`src/lswc_pkg.sv`:
```
package lswc_pkg;

	localparam int COORD_WIDTH_DEF = 16;
	localparam int MAX_CLIPS       = 4;
	localparam int CFG_INDEX_W     = 8;

	localparam logic [3:0] CODE_LEFT   = 4'd1;
	localparam logic [3:0] CODE_RIGHT  = 4'd2;
	localparam logic [3:0] CODE_BOTTOM = 4'd4;
	localparam logic [3:0] CODE_TOP    = 4'd8;

	localparam logic [CFG_INDEX_W-1:0] REG_LEFT   = 8'd0;
	localparam logic [CFG_INDEX_W-1:0] REG_RIGHT  = 8'd1;
	localparam logic [CFG_INDEX_W-1:0] REG_BOTTOM = 8'd2;
	localparam logic [CFG_INDEX_W-1:0] REG_TOP    = 8'd3;

	typedef struct packed {
		logic load;       // take a new segment
		logic setup;      // pick edge, form operands
		logic mul;        // form product, start divide
		logic div_step;   // one quotient bit
		logic commit;     // move endpoint, stage discarded piece
		logic final_pc;   // stage final piece
	} lswc_cmd_t;

	typedef struct packed {
		logic [3:0] c1;
		logic [3:0] c2;
		logic       div_done;
	} lswc_stat_t;

endpackage

```
`src/lswc_datapath.sv`:
```
module lswc_datapath
	import lswc_pkg::*;
#(
	parameter int COORD_WIDTH = COORD_WIDTH_DEF
) (
	input  logic                          clk,
	input  logic                          arst_n,
	input  logic                          cfg_we,
	input  logic [CFG_INDEX_W-1:0]        cfg_idx,
	input  logic [COORD_WIDTH-1:0]        cfg_val,
	input  logic [4*COORD_WIDTH-1:0]      seg_in,
	input  lswc_cmd_t                     cmd,
	output lswc_stat_t                    stat,
	output logic [4*COORD_WIDTH-1:0]      piece,
	output logic                          piece_inside,
	output logic                          piece_last
);
	localparam int W    = COORD_WIDTH;
	localparam int PW   = 2 * W + 2;
	localparam int CW   = $clog2(PW + 1);

	logic signed [W-1:0] win_l_q, win_r_q, win_b_q, win_t_q;
	logic signed [W-1:0] x1_q, y1_q, x2_q, y2_q;
	logic signed [W-1:0] base_q, fix_q;
	logic                move_y_q, sel1_q, neg_q, denz_q;
	logic [W:0]          ud_q, un_q, uden_q;
	logic [PW-1:0]       prod_q;
	logic [W:0]          rem_q;
	logic [W-1:0]        quo_q;
	logic [CW-1:0]       cnt_q;
	logic [4*W-1:0]      piece_q;
	logic                inside_q, last_q;

	function automatic logic [3:0] outcode(input logic signed [W-1:0] x,
			input logic signed [W-1:0] y, input logic signed [W-1:0] l,
			input logic signed [W-1:0] r, input logic signed [W-1:0] b,
			input logic signed [W-1:0] t);
		logic [3:0] c;
		c = 4'd0;
		if (x < l)
			c = c | CODE_LEFT;
		else if (x > r)
			c = c | CODE_RIGHT;
		if (y < b)
			c = c | CODE_BOTTOM;
		else if (y > t)
			c = c | CODE_TOP;
		return c;
	endfunction

	function automatic logic [W:0] mag(input logic signed [W:0] v);
		return v[W] ? (~v + 1'b1) : v;
	endfunction

	logic [3:0] c1, c2, co;
	assign c1 = outcode(x1_q, y1_q, win_l_q, win_r_q, win_b_q, win_t_q);
	assign c2 = outcode(x2_q, y2_q, win_l_q, win_r_q, win_b_q, win_t_q);
	assign co = (c1 != 4'd0) ? c1 : c2;

	// operands for the edge being cut
	logic signed [W:0] d_w, n_w, den_w;
	logic signed [W-1:0] base_w, fix_w;
	logic move_y_w;
	always_comb begin
		if ((co & CODE_TOP) != 4'd0) begin
			base_w = x1_q; fix_w = win_t_q; move_y_w = 1'b0;
			d_w   = {x2_q[W-1], x2_q} - {x1_q[W-1], x1_q};
			n_w   = {win_t_q[W-1], win_t_q} - {y1_q[W-1], y1_q};
			den_w = {y2_q[W-1], y2_q} - {y1_q[W-1], y1_q};
		end else if ((co & CODE_BOTTOM) != 4'd0) begin
			base_w = x1_q; fix_w = win_b_q; move_y_w = 1'b0;
			d_w   = {x2_q[W-1], x2_q} - {x1_q[W-1], x1_q};
			n_w   = {win_b_q[W-1], win_b_q} - {y1_q[W-1], y1_q};
			den_w = {y2_q[W-1], y2_q} - {y1_q[W-1], y1_q};
		end else if ((co & CODE_RIGHT) != 4'd0) begin
			base_w = y1_q; fix_w = win_r_q; move_y_w = 1'b1;
			d_w   = {y2_q[W-1], y2_q} - {y1_q[W-1], y1_q};
			n_w   = {win_r_q[W-1], win_r_q} - {x1_q[W-1], x1_q};
			den_w = {x2_q[W-1], x2_q} - {x1_q[W-1], x1_q};
		end else begin
			base_w = y1_q; fix_w = win_l_q; move_y_w = 1'b1;
			d_w   = {y2_q[W-1], y2_q} - {y1_q[W-1], y1_q};
			n_w   = {win_l_q[W-1], win_l_q} - {x1_q[W-1], x1_q};
			den_w = {x2_q[W-1], x2_q} - {x1_q[W-1], x1_q};
		end
	end

	// restoring divide step
	logic [W+1:0] sh_w, diff_w;
	logic         qbit_w;
	assign sh_w   = {rem_q, prod_q[PW-1]};
	assign diff_w = sh_w - {1'b0, uden_q};
	assign qbit_w = !diff_w[W+1];

	// intersection result
	logic [W-1:0] delta_w;
	logic signed [W-1:0] newc_w, nx_w, ny_w;
	assign delta_w = neg_q ? (~quo_q + 1'b1) : quo_q;
	assign newc_w  = denz_q ? base_q : (base_q + $signed(delta_w));
	assign nx_w    = move_y_q ? fix_q : newc_w;
	assign ny_w    = move_y_q ? newc_w : fix_q;

	always_ff @(posedge clk or negedge arst_n) begin
		if (!arst_n) begin
			win_l_q <= '0;
			win_r_q <= '0;
			win_b_q <= '0;
			win_t_q <= '0;
			cnt_q   <= '0;
		end else begin
			if (cfg_we) begin
				case (cfg_idx)
					REG_LEFT:   win_l_q <= cfg_val;
					REG_RIGHT:  win_r_q <= cfg_val;
					REG_BOTTOM: win_b_q <= cfg_val;
					REG_TOP:    win_t_q <= cfg_val;
					default: ;
				endcase
			end
			if (cmd.mul)
				cnt_q <= CW'(PW);
			else if (cmd.div_step && cnt_q != '0)
				cnt_q <= cnt_q - 1'b1;
		end
	end

	always_ff @(posedge clk) begin
		if (cmd.load) begin
			x1_q <= seg_in[W-1:0];
			y1_q <= seg_in[2*W-1:W];
			x2_q <= seg_in[3*W-1:2*W];
			y2_q <= seg_in[4*W-1:3*W];
		end
		if (cmd.setup) begin
			base_q   <= base_w;
			fix_q    <= fix_w;
			move_y_q <= move_y_w;
			sel1_q   <= (c1 != 4'd0);
			neg_q    <= (d_w[W] ^ n_w[W]) ^ den_w[W];
			denz_q   <= (den_w == '0);
			ud_q     <= mag(d_w);
			un_q     <= mag(n_w);
			uden_q   <= mag(den_w);
		end
		if (cmd.mul) begin
			prod_q <= ud_q * un_q;
			rem_q  <= '0;
			quo_q  <= '0;
		end else if (cmd.div_step) begin
			prod_q <= {prod_q[PW-2:0], 1'b0};
			rem_q  <= qbit_w ? diff_w[W:0] : sh_w[W:0];
			quo_q  <= {quo_q[W-2:0], qbit_w};
		end
		if (cmd.commit) begin
			inside_q <= 1'b0;
			last_q   <= 1'b0;
			if (sel1_q) begin
				piece_q <= {ny_w, nx_w, y1_q, x1_q};
				x1_q    <= nx_w;
				y1_q    <= ny_w;
			end else begin
				piece_q <= {ny_w, nx_w, y2_q, x2_q};
				x2_q    <= nx_w;
				y2_q    <= ny_w;
			end
		end
		if (cmd.final_pc) begin
			piece_q  <= {y2_q, x2_q, y1_q, x1_q};
			inside_q <= (c1 == 4'd0) && (c2 == 4'd0);
			last_q   <= 1'b1;
		end
	end

	assign stat.c1       = c1;
	assign stat.c2       = c2;
	assign stat.div_done = (cnt_q == '0);
	assign piece         = piece_q;
	assign piece_inside  = inside_q;
	assign piece_last    = last_q;

endmodule

```
`src/lswc_ctrl.sv`:
```
module lswc_ctrl
	import lswc_pkg::*;
(
	input  logic       clk,
	input  logic       arst_n,
	input  logic       in_fire,
	input  logic       out_ready,
	input  lswc_stat_t stat,
	output lswc_cmd_t  cmd,
	output logic       idle,
	output logic       out_valid
);
	localparam logic [2:0] S_IDLE = 3'd0;
	localparam logic [2:0] S_EVAL = 3'd1;
	localparam logic [2:0] S_MUL  = 3'd2;
	localparam logic [2:0] S_DIV  = 3'd3;
	localparam logic [2:0] S_CMT  = 3'd4;
	localparam logic [2:0] S_OUT  = 3'd5;
	localparam logic [2:0] S_LAST = 3'd6;

	logic [2:0] state_q, state_d;
	logic [2:0] clips_q;
	logic       stop_w;

	assign stop_w = (clips_q == 3'(MAX_CLIPS)) ||
		(stat.c1 == 4'd0 && stat.c2 == 4'd0) || ((stat.c1 & stat.c2) != 4'd0);

	always_comb begin
		cmd     = '0;
		state_d = state_q;
		case (state_q)
			S_IDLE: if (in_fire) begin
				cmd.load = 1'b1;
				state_d  = S_EVAL;
			end
			S_EVAL: begin
				if (stop_w) begin
					cmd.final_pc = 1'b1;
					state_d      = S_LAST;
				end else begin
					cmd.setup = 1'b1;
					state_d   = S_MUL;
				end
			end
			S_MUL: begin
				cmd.mul = 1'b1;
				state_d = S_DIV;
			end
			S_DIV: begin
				cmd.div_step = 1'b1;
				if (stat.div_done) begin
					cmd.div_step = 1'b0;
					state_d      = S_CMT;
				end
			end
			S_CMT: begin
				cmd.commit = 1'b1;
				state_d    = S_OUT;
			end
			S_OUT:  if (out_ready) state_d = S_EVAL;
			S_LAST: if (out_ready) state_d = S_IDLE;
			default: state_d = S_IDLE;
		endcase
	end

	always_ff @(posedge clk or negedge arst_n) begin
		if (!arst_n) begin
			state_q <= S_IDLE;
			clips_q <= '0;
		end else begin
			state_q <= state_d;
			if (cmd.load)
				clips_q <= '0;
			else if (cmd.commit)
				clips_q <= clips_q + 1'b1;
		end
	end

	assign idle      = (state_q == S_IDLE);
	assign out_valid = (state_q == S_OUT) || (state_q == S_LAST);

endmodule

```
`src/line_segment_window_clipper.sv`:
```
// Cohen-Sutherland line clipper against a configurable window.
// Input stream: one beat per segment; s_tdata holds start_x, start_y,
// end_x, end_y. Output stream: one to five beats per segment, each a
// piece (ax, ay, bx, by) with tuser = inside_flag and tlast = last_piece.
// Every cut-away piece comes out as a discarded beat (old endpoint to the
// intersection), and the run closes with the surviving or rejected segment.
// Window registers 0..3 (left, right, bottom, top) are written through the
// cfg channel, which is always ready; write only while the block is idle.
// Each clip step runs the one-bit-per-cycle restoring divider over the
// 2*COORD_WIDTH+2 bit product; a segment takes up to four steps. One
// segment is in flight at a time: s_tready is high only while no segment
// is being worked on.
// Each output beat sits in an output register; while m_tready is low the
// block holds that beat and waits. Reset clears the window to all zeros
// and returns the controller to idle with no beat pending.
module line_segment_window_clipper
	import lswc_pkg::*;
#(
	parameter int COORD_WIDTH = COORD_WIDTH_DEF
) (
	input  logic                                  clk,
	input  logic                                  arst_n,
	input  logic                                  s_tvalid,
	output logic                                  s_tready,
	// start_x, start_y, end_x, end_y (low bits first), zero padded
	input  logic [((4*COORD_WIDTH+7)/8)*8-1:0]    s_tdata,
	output logic                                  m_tvalid,
	input  logic                                  m_tready,
	// piece_ax, piece_ay, piece_bx, piece_by (low bits first), zero padded
	output logic [((4*COORD_WIDTH+7)/8)*8-1:0]    m_tdata,
	// inside_flag
	output logic                                  m_tuser,
	output logic                                  m_tlast,
	input  logic                                  cfg_valid,
	output logic                                  cfg_ready,
	input  logic [CFG_INDEX_W-1:0]                cfg_index,
	input  logic [COORD_WIDTH-1:0]                cfg_data
);
	localparam int DW = ((4*COORD_WIDTH+7)/8)*8;

	lswc_cmd_t              cmd;
	lswc_stat_t             stat;
	logic                   idle;
	logic [4*COORD_WIDTH-1:0] piece;

	assign cfg_ready = 1'b1;
	assign s_tready  = idle;

	lswc_ctrl u_ctrl (
		.clk       (clk),
		.arst_n    (arst_n),
		.in_fire   (s_tvalid && idle),
		.out_ready (m_tready),
		.stat      (stat),
		.cmd       (cmd),
		.idle      (idle),
		.out_valid (m_tvalid)
	);

	lswc_datapath #(.COORD_WIDTH(COORD_WIDTH)) u_dp (
		.clk          (clk),
		.arst_n       (arst_n),
		.cfg_we       (cfg_valid),
		.cfg_idx      (cfg_index),
		.cfg_val      (cfg_data),
		.seg_in       (s_tdata[4*COORD_WIDTH-1:0]),
		.cmd          (cmd),
		.stat         (stat),
		.piece        (piece),
		.piece_inside (m_tuser),
		.piece_last   (m_tlast)
	);

	assign m_tdata = DW'(piece);

endmodule

```
`config.mk`:
```
export PLATFORM = sky130hd
export DESIGN_NAME = line_segment_window_clipper
export DESIGN_NICKNAME = d
export VERILOG_FILES = /design/src/lswc_pkg.sv /design/src/lswc_datapath.sv /design/src/lswc_ctrl.sv /design/src/line_segment_window_clipper.sv
export SDC_FILE = /design/constraint.sdc
export NUM_CORES = 2
export LEC_CHECK = 0
export BUFFER_PORTS_ARGS = -buffer_cell sky130_fd_sc_hd__buf_2
export CAP_MARGIN = 30
export CORE_AREA = 2 2 339 341
export CTS_BUF_LIST = sky130_fd_sc_hd__clkbuf_4 sky130_fd_sc_hd__clkbuf_8
export CTS_CLUSTER_SIZE = 28
export DETAILED_ROUTE_END_ITERATION = 12
export DIE_AREA = 0 0 341 343
export PLACE_DENSITY = 0.54
export SYNTH_ARGS = -nofsm -noshare
export SYNTH_HDL_FRONTEND = slang
export SYNTH_SLANG_ARGS = --single-unit
```
`constraint.sdc`:
```
create_clock -name clk -period 6.3 [get_ports clk]
set_input_delay 1.26 -clock clk [delete_from_list [all_inputs] [get_ports clk]]
set_output_delay 1.26 -clock clk [all_outputs]
set_load 0.02 [all_outputs]
```
Word-level counts from Yosys, hierarchy flattened
Cells that the tools add are included.
{"block": "totals", "regBits": 360, "in_bits": 93, "output_inout_bits": 69, "elab_cells": 167}
{"block": "op_classes", "addsub": 14, "n_mul": 1, "magnitude_cmp": 8, "eq_ne": 14, "mux": 69, "bitwise_logic": 7, "n_reduce_logical": 25}
{"op": "$mux 16", "count": 24}
{"op": "$mux 17", "count": 8}
{"op": "$mux 64", "count": 2}
{"op": "$sub 16x16->17", "count": 6}
{"op": "$mux 34", "count": 2}
{"op": "$gt 16x16->1", "count": 4}
{"op": "$lt 16x16->1", "count": 4}
{"op": "$add 17x1->17 const B", "count": 3}
{"op": "$not 17->17", "count": 3}
{"op": "$mul 17x17->34", "count": 1}
{"op": "$mux 32", "count": 1}
{"op": "$mux 4", "count": 6}
{"op": "$mux 3", "count": 7}
{"op": "$pmux 3 s7", "count": 1}
{"op": "$sub 18x17->18", "count": 1}
{"op": "$logic_not 17->1", "count": 1}
{"op": "$add 16x1->16 const B", "count": 1}
{"op": "$add 16x16->16", "count": 1}
{"op": "$eq 8x2->1 const B", "count": 2}
{"op": "$not 16->16", "count": 1}
{"op": "$mux 1", "count": 13}
{"op": "$eq 3x3->1 const B", "count": 4}
{"op": "$mux 6", "count": 2}
{"op": "$eq 8x1->1 const B", "count": 1}
{"op": "21 further kinds", "count": 39}

Longest topological paths before layout
{"block": "depth", "word_depth": 13, "depth_mapped": 28, "depth_no_buf": 26}

Modules after synthesis
From an unflattened synthesis, not the netlist that was laid out.
{"block": "hier_totals", "hier_cells": 3769, "area_unflattened_um2": 34134.0}
{"mod": "lswc_datapath", "n_inst": 1, "cells_per_inst": 3715, "area_each_um2": 33626.0, "seq_area_each_um2": 9298.9}
{"mod": "lswc_ctrl", "n_inst": 1, "cells_per_inst": 51, "area_each_um2": 490.5, "seq_area_each_um2": 150.1}
{"mod": "line_segment_window_clipper", "n_inst": 1, "cells_per_inst": 3, "area_each_um2": 17.5, "seq_area_each_um2": 0.0}

Least setup slack after synthesis
No wires, ideal clock.
{"block": "synth_timing", "path_kind": "reg2reg", "from": "register u_dp.y1_q[1]", "to": "register u_dp.base_q[0], enable pin", "setup_ns": 0.533, "arrival_ns": 6.050, "t_required_ns": 5.767, "setup_slack_ns": -0.283, "stages_incl_launch_ff": 12, "n_path_buf": 0, "period_less_slack_ns": 6.583, "cell_sequence": "dfxtp_1 > inv_1 > ha_1 > nor2b_1 > o21ai_0 > nand3_1 > a211oi_2 > mux2i_2 > nor4_1 > a221oi_1 > o211ai_1 > nor2_1"}
{"item": "from (decl)", "line": "lswc_datapath.sv:23", "text": "logic signed [W-1:0] x1_q, y1_q, x2_q, y2_q;"}
{"item": "from (signal assigned)", "line": "lswc_datapath.sv:130", "text": "y1_q <= seg_in[2*W-1:W];"}
{"item": "from (signal assigned)", "line": "lswc_datapath.sv:160", "text": "y1_q <= ny_w;"}
{"item": "to (signal assigned)", "line": "lswc_datapath.sv:135", "text": "base_q <= base_w;"}
{"item": "to (decl)", "line": "lswc_datapath.sv:24", "text": "logic signed [W-1:0] base_q, fix_q;"}

Worst setup path after layout
{"block": "layout_timing", "from": "register u_dp.ud_q[8]", "to": "register u_dp.prod_q[33] (data pin)"}
{"block": "layout_via", "elab_chain_len": 2}
{"item": "from (decl)", "line": "lswc_datapath.sv:26", "text": "logic [W:0] ud_q, un_q, uden_q;"}
{"item": "from (signal assigned)", "line": "lswc_datapath.sv:141", "text": "ud_q <= mag(d_w);"}
{"item": "$mul 17x17->34", "line": "lswc_datapath.sv:146", "text": "prod_q <= ud_q * un_q;"}
{"item": "$mux 34", "line": "lswc_datapath.sv:145", "text": "if (cmd.mul) begin"}
{"item": "to (signal assigned)", "line": "lswc_datapath.sv:146"}
{"item": "to (signal assigned)", "line": "lswc_datapath.sv:150", "text": "prod_q <= {prod_q[PW-2:0], 1'b0};"}
{"item": "to (decl)", "line": "lswc_datapath.sv:27", "text": "logic [PW-1:0] prod_q;"}
Every way passes these cells.
A chain may end at the register's enable or synchronous reset.

==> results.cfg <==
[route]
drc = 0
vias = 28114
antenna_left = 0
initialDrtViolationCount = 2125
routedWlPerCell_um = 20.3
drt-total-wl_um = 115000
avgViaCountPerCell = 4.95
drtPass1Iterations = 6

[die]
die_w_um = 341
start_util_pct = 29.8
core_area_mm2 = 0.113
die_h_um = 343
fp-row-count = 124
ios = 162
die_area_mm2 = 0.117

[worst_setup_path]
path_max_fanout = 7
cp_num_buf_inv = 6
ff2ff_path_depth = 26
rr_startpoint = u_dp.ud_q[8]
start_kind = flip-flop
cp.required_ps = 6740
critPathMaxStageDelay_ps = 540
rr_endpoint = u_dp.prod_q[33]
cp_top_family = adder cells
cp.arrival_ps = 6600
cp_slowest_cell = fa_1
criticalPathCategory = flip-flop to flip-flop
end_kind = flip-flop
worst-r2r-setup-slack_ps = 140

[cts]
cts_sinks = 360
cts.clk_slew.worst_paths_ps = 70
cts_buffer_depth = 3
cts-root-buf = clkbuf_8
cts_tree = done
hold_buffers = 0
cts-buffers-inserted = 69
htree_levels = 3
clock_latency_ps = 740

[final_layout]
area_growth_pct = 17.5
final_area_mm2 = 0.0397
drive_gt1_share_pct = 17.0
stdcell_count = 5674
nets = 4736

[synthesis]
syn_area_mm2 = 0.0338
synth_compound_area_share_pct = 14.5
ys_seq_elements = 360
syn_area_per_cell_um2 = 8.89
synth_edf_count = 186
synth_nets = 4435
synth.area.mux_share_pct = 4.53
synth_top_area_cell = edfxtp_1
synthFlopType = edfxtp_1
synth_warnings = 0
synthCells = 3803
ys_top_cells_by_area = edfxtp_1, fa_1, ha_1
synthArstFlopShare_pct = 21.1
synth_cell_types = 100
synth_top_area_share_pct = 16.5
ys_seq_area_share_pct = 28.0
synthAdderAreaFrac_pct = 25.1
synth_top_family_by_area = adder cells
synth-simple-area-share_pct = 15.8
synth_xor_area_share_pct = 5.10

[global_routing]
grt_pass1_vias = 27309
grt_first_pass_wirelength_um = 172000
grt_max_degree = 81
grt_overflow = 0
track_usage_pct = 19.5
antenna_found_initial = 3

[outcome]
status = finished, final reports clean

[place]
place.gp.congestion = 0.964
placed_area_mm2 = 0.0373
portBuffers = 160
dp_hpwl_um = 92500
place_ws_ps = -371
dp.cells = 5501

[sta]
worst_slew_pin_slew_ps = 1010
slew-limit-headroom_pct = 32.6
rsz0062_at_grt = true
maxSlewViolCount = 0
layout_setup_ws_ps = 141
fin_crit_sh_pct = 97.8
setup_viol = 0
timing.hold.ws_ps = 381
max_freq_mhz = 162
hold_violations = 0
min_period_ps = 6160
fin_worst_skew_ps = 97.4

[min_path]
hold_path.class = primary input to async pin

[flow_run]
maxCapViolCount = 0
## final cells by class
type	instances	area [µm²]
timing repair buffer	382	2630
clock inverter	27	360
multi-input combinational	2835	22400
inverter	456	1710
tap	1512	1890
sequential	360	9450
clock buffer	100	1230
antenna	2	5.00
fill	11681	73700
## per-layer routing
| layer | vias to the layer above | GRT usage, % | wire length (µm) |
|---|---|---|---|
| met5 | - | 0 | 13 |
| met4 | 2 | 9.85 | 6650 |
| met3 | 225 | 2.73 | 5900 |
| met2 | 830 | 31.7 | 52900 |
| met1 | 13604 | 25.3 | 49700 |
| li1 | 13453 | - | - |
## how the worst max path moves through the flow
stage,cells after the start,from,slack [ps],to
final,26,u_dp.ud_q[8],140,u_dp.prod_q[33]
after global routing,25,u_dp.ud_q[6],-90,u_dp.prod_q[33]
after CTS,22,u_dp.un_q[5],0.3,u_dp.prod_q[26]
after detailed placement,22,u_dp.ud_q[7],-370,u_dp.prod_q[33]
after global placement,24,u_dp.un_q[7],-320,u_dp.prod_q[33]
after floorplan,25,u_dp.ud_q[3],30,u_dp.prod_q[33]
## Yosys cell counts (5+ instances only)
| library cell | instances |
|---|---|
| and2_1 | 140 |
| mux2_2 | 56 |
| nor3_1 | 38 |
| a211o_1 | 5 |
| xor2_1 | 67 |
| a21o_1 | 48 |
| dfxtp_1 | 98 |
| fa_1 | 232 |
| nor2_1 | 212 |
| a211oi_1 | 27 |
| nand2b_1 | 24 |
| o41ai_1 | 9 |
| o21ai_0 | 301 |
| a21oi_1 | 250 |
| buf_6 | 5 |
| nand4_1 | 21 |
| or2_2 | 9 |
| xnor2_1 | 128 |
| a21boi_0 | 12 |
| mux2i_1 | 87 |
| clkbuf_1 | 112 |
| o21a_1 | 20 |
| o211ai_1 | 19 |
| nand2_1 | 512 |
| a31oi_1 | 23 |
| a2111oi_0 | 5 |
| buf_2 | 19 |
| nor4_1 | 9 |
| ha_1 | 307 |
| dfrtp_1 | 76 |
| and3_1 | 13 |
| buf_1 | 12 |
| edfxtp_1 | 186 |
| nand3_1 | 56 |
| o21ai_1 | 5 |
| nor2b_1 | 49 |
| o21bai_1 | 21 |
| o31ai_1 | 14 |
| inv_1 | 455 |
| or3_1 | 14 |
| nor3b_1 | 8 |
## repair_timing
item	CTS	global route
endpoints found under the setup margin	10	14
setup buffers	17	27
pin swaps	34	93
resized for setup	46	85
gates cloned	0	0
## through the flow
stage	TNS (ps)	util, %
6_report	0	35.0
5_1_grt	-234	35.0
4_1_cts	0	34.6
3_5_place_dp	-2080	32.9
3_3_place_gp	-1470	32.9
2_1_floorplan	0	-
## state kept, by name (all words and copies together) (netlist names), 3 cells and up
name / count
u_dp.piece: 64
u_dp.prod_q: 34
u_dp.rem_q: 17
u_dp.ud_q: 17
u_dp.uden_q: 17
u_dp.un_q: 17
u_dp.base_q: 16
u_dp.fix_q: 16
u_dp.quo_q: 16
u_dp.win_b_q: 16
u_dp.win_l_q: 16
u_dp.win_r_q: 16
u_dp.win_t_q: 16
u_dp.x1_q: 16
u_dp.x2_q: 16
u_dp.y1_q: 16
u_dp.y2_q: 16
u_dp.cnt_q: 6
u_ctrl.clips_q: 3
u_ctrl.state_q: 3
## cell usage in the layout (no fill, tap or decap), drive strengths merged, types with 100 or more instances in the layout
cell	n
and2	142
inv	462
nand2	517
edfxtp	186
clkbuf	100
o21ai	307
fa	232
nor2	212
buf	382
xnor2	128
ha	307
a21oi	251
## kinds of logic after synthesis
logic type,count (synthesis)
xor+xnor,196
fa+ha+maj,539
flops,360
mux,145
compound gates,815
simple gates,1139
other cells,1
buf+inv,608
Power is not shown: default switching activity piles up to over one toggle a cycle in this logic, so the estimate is an artifact.
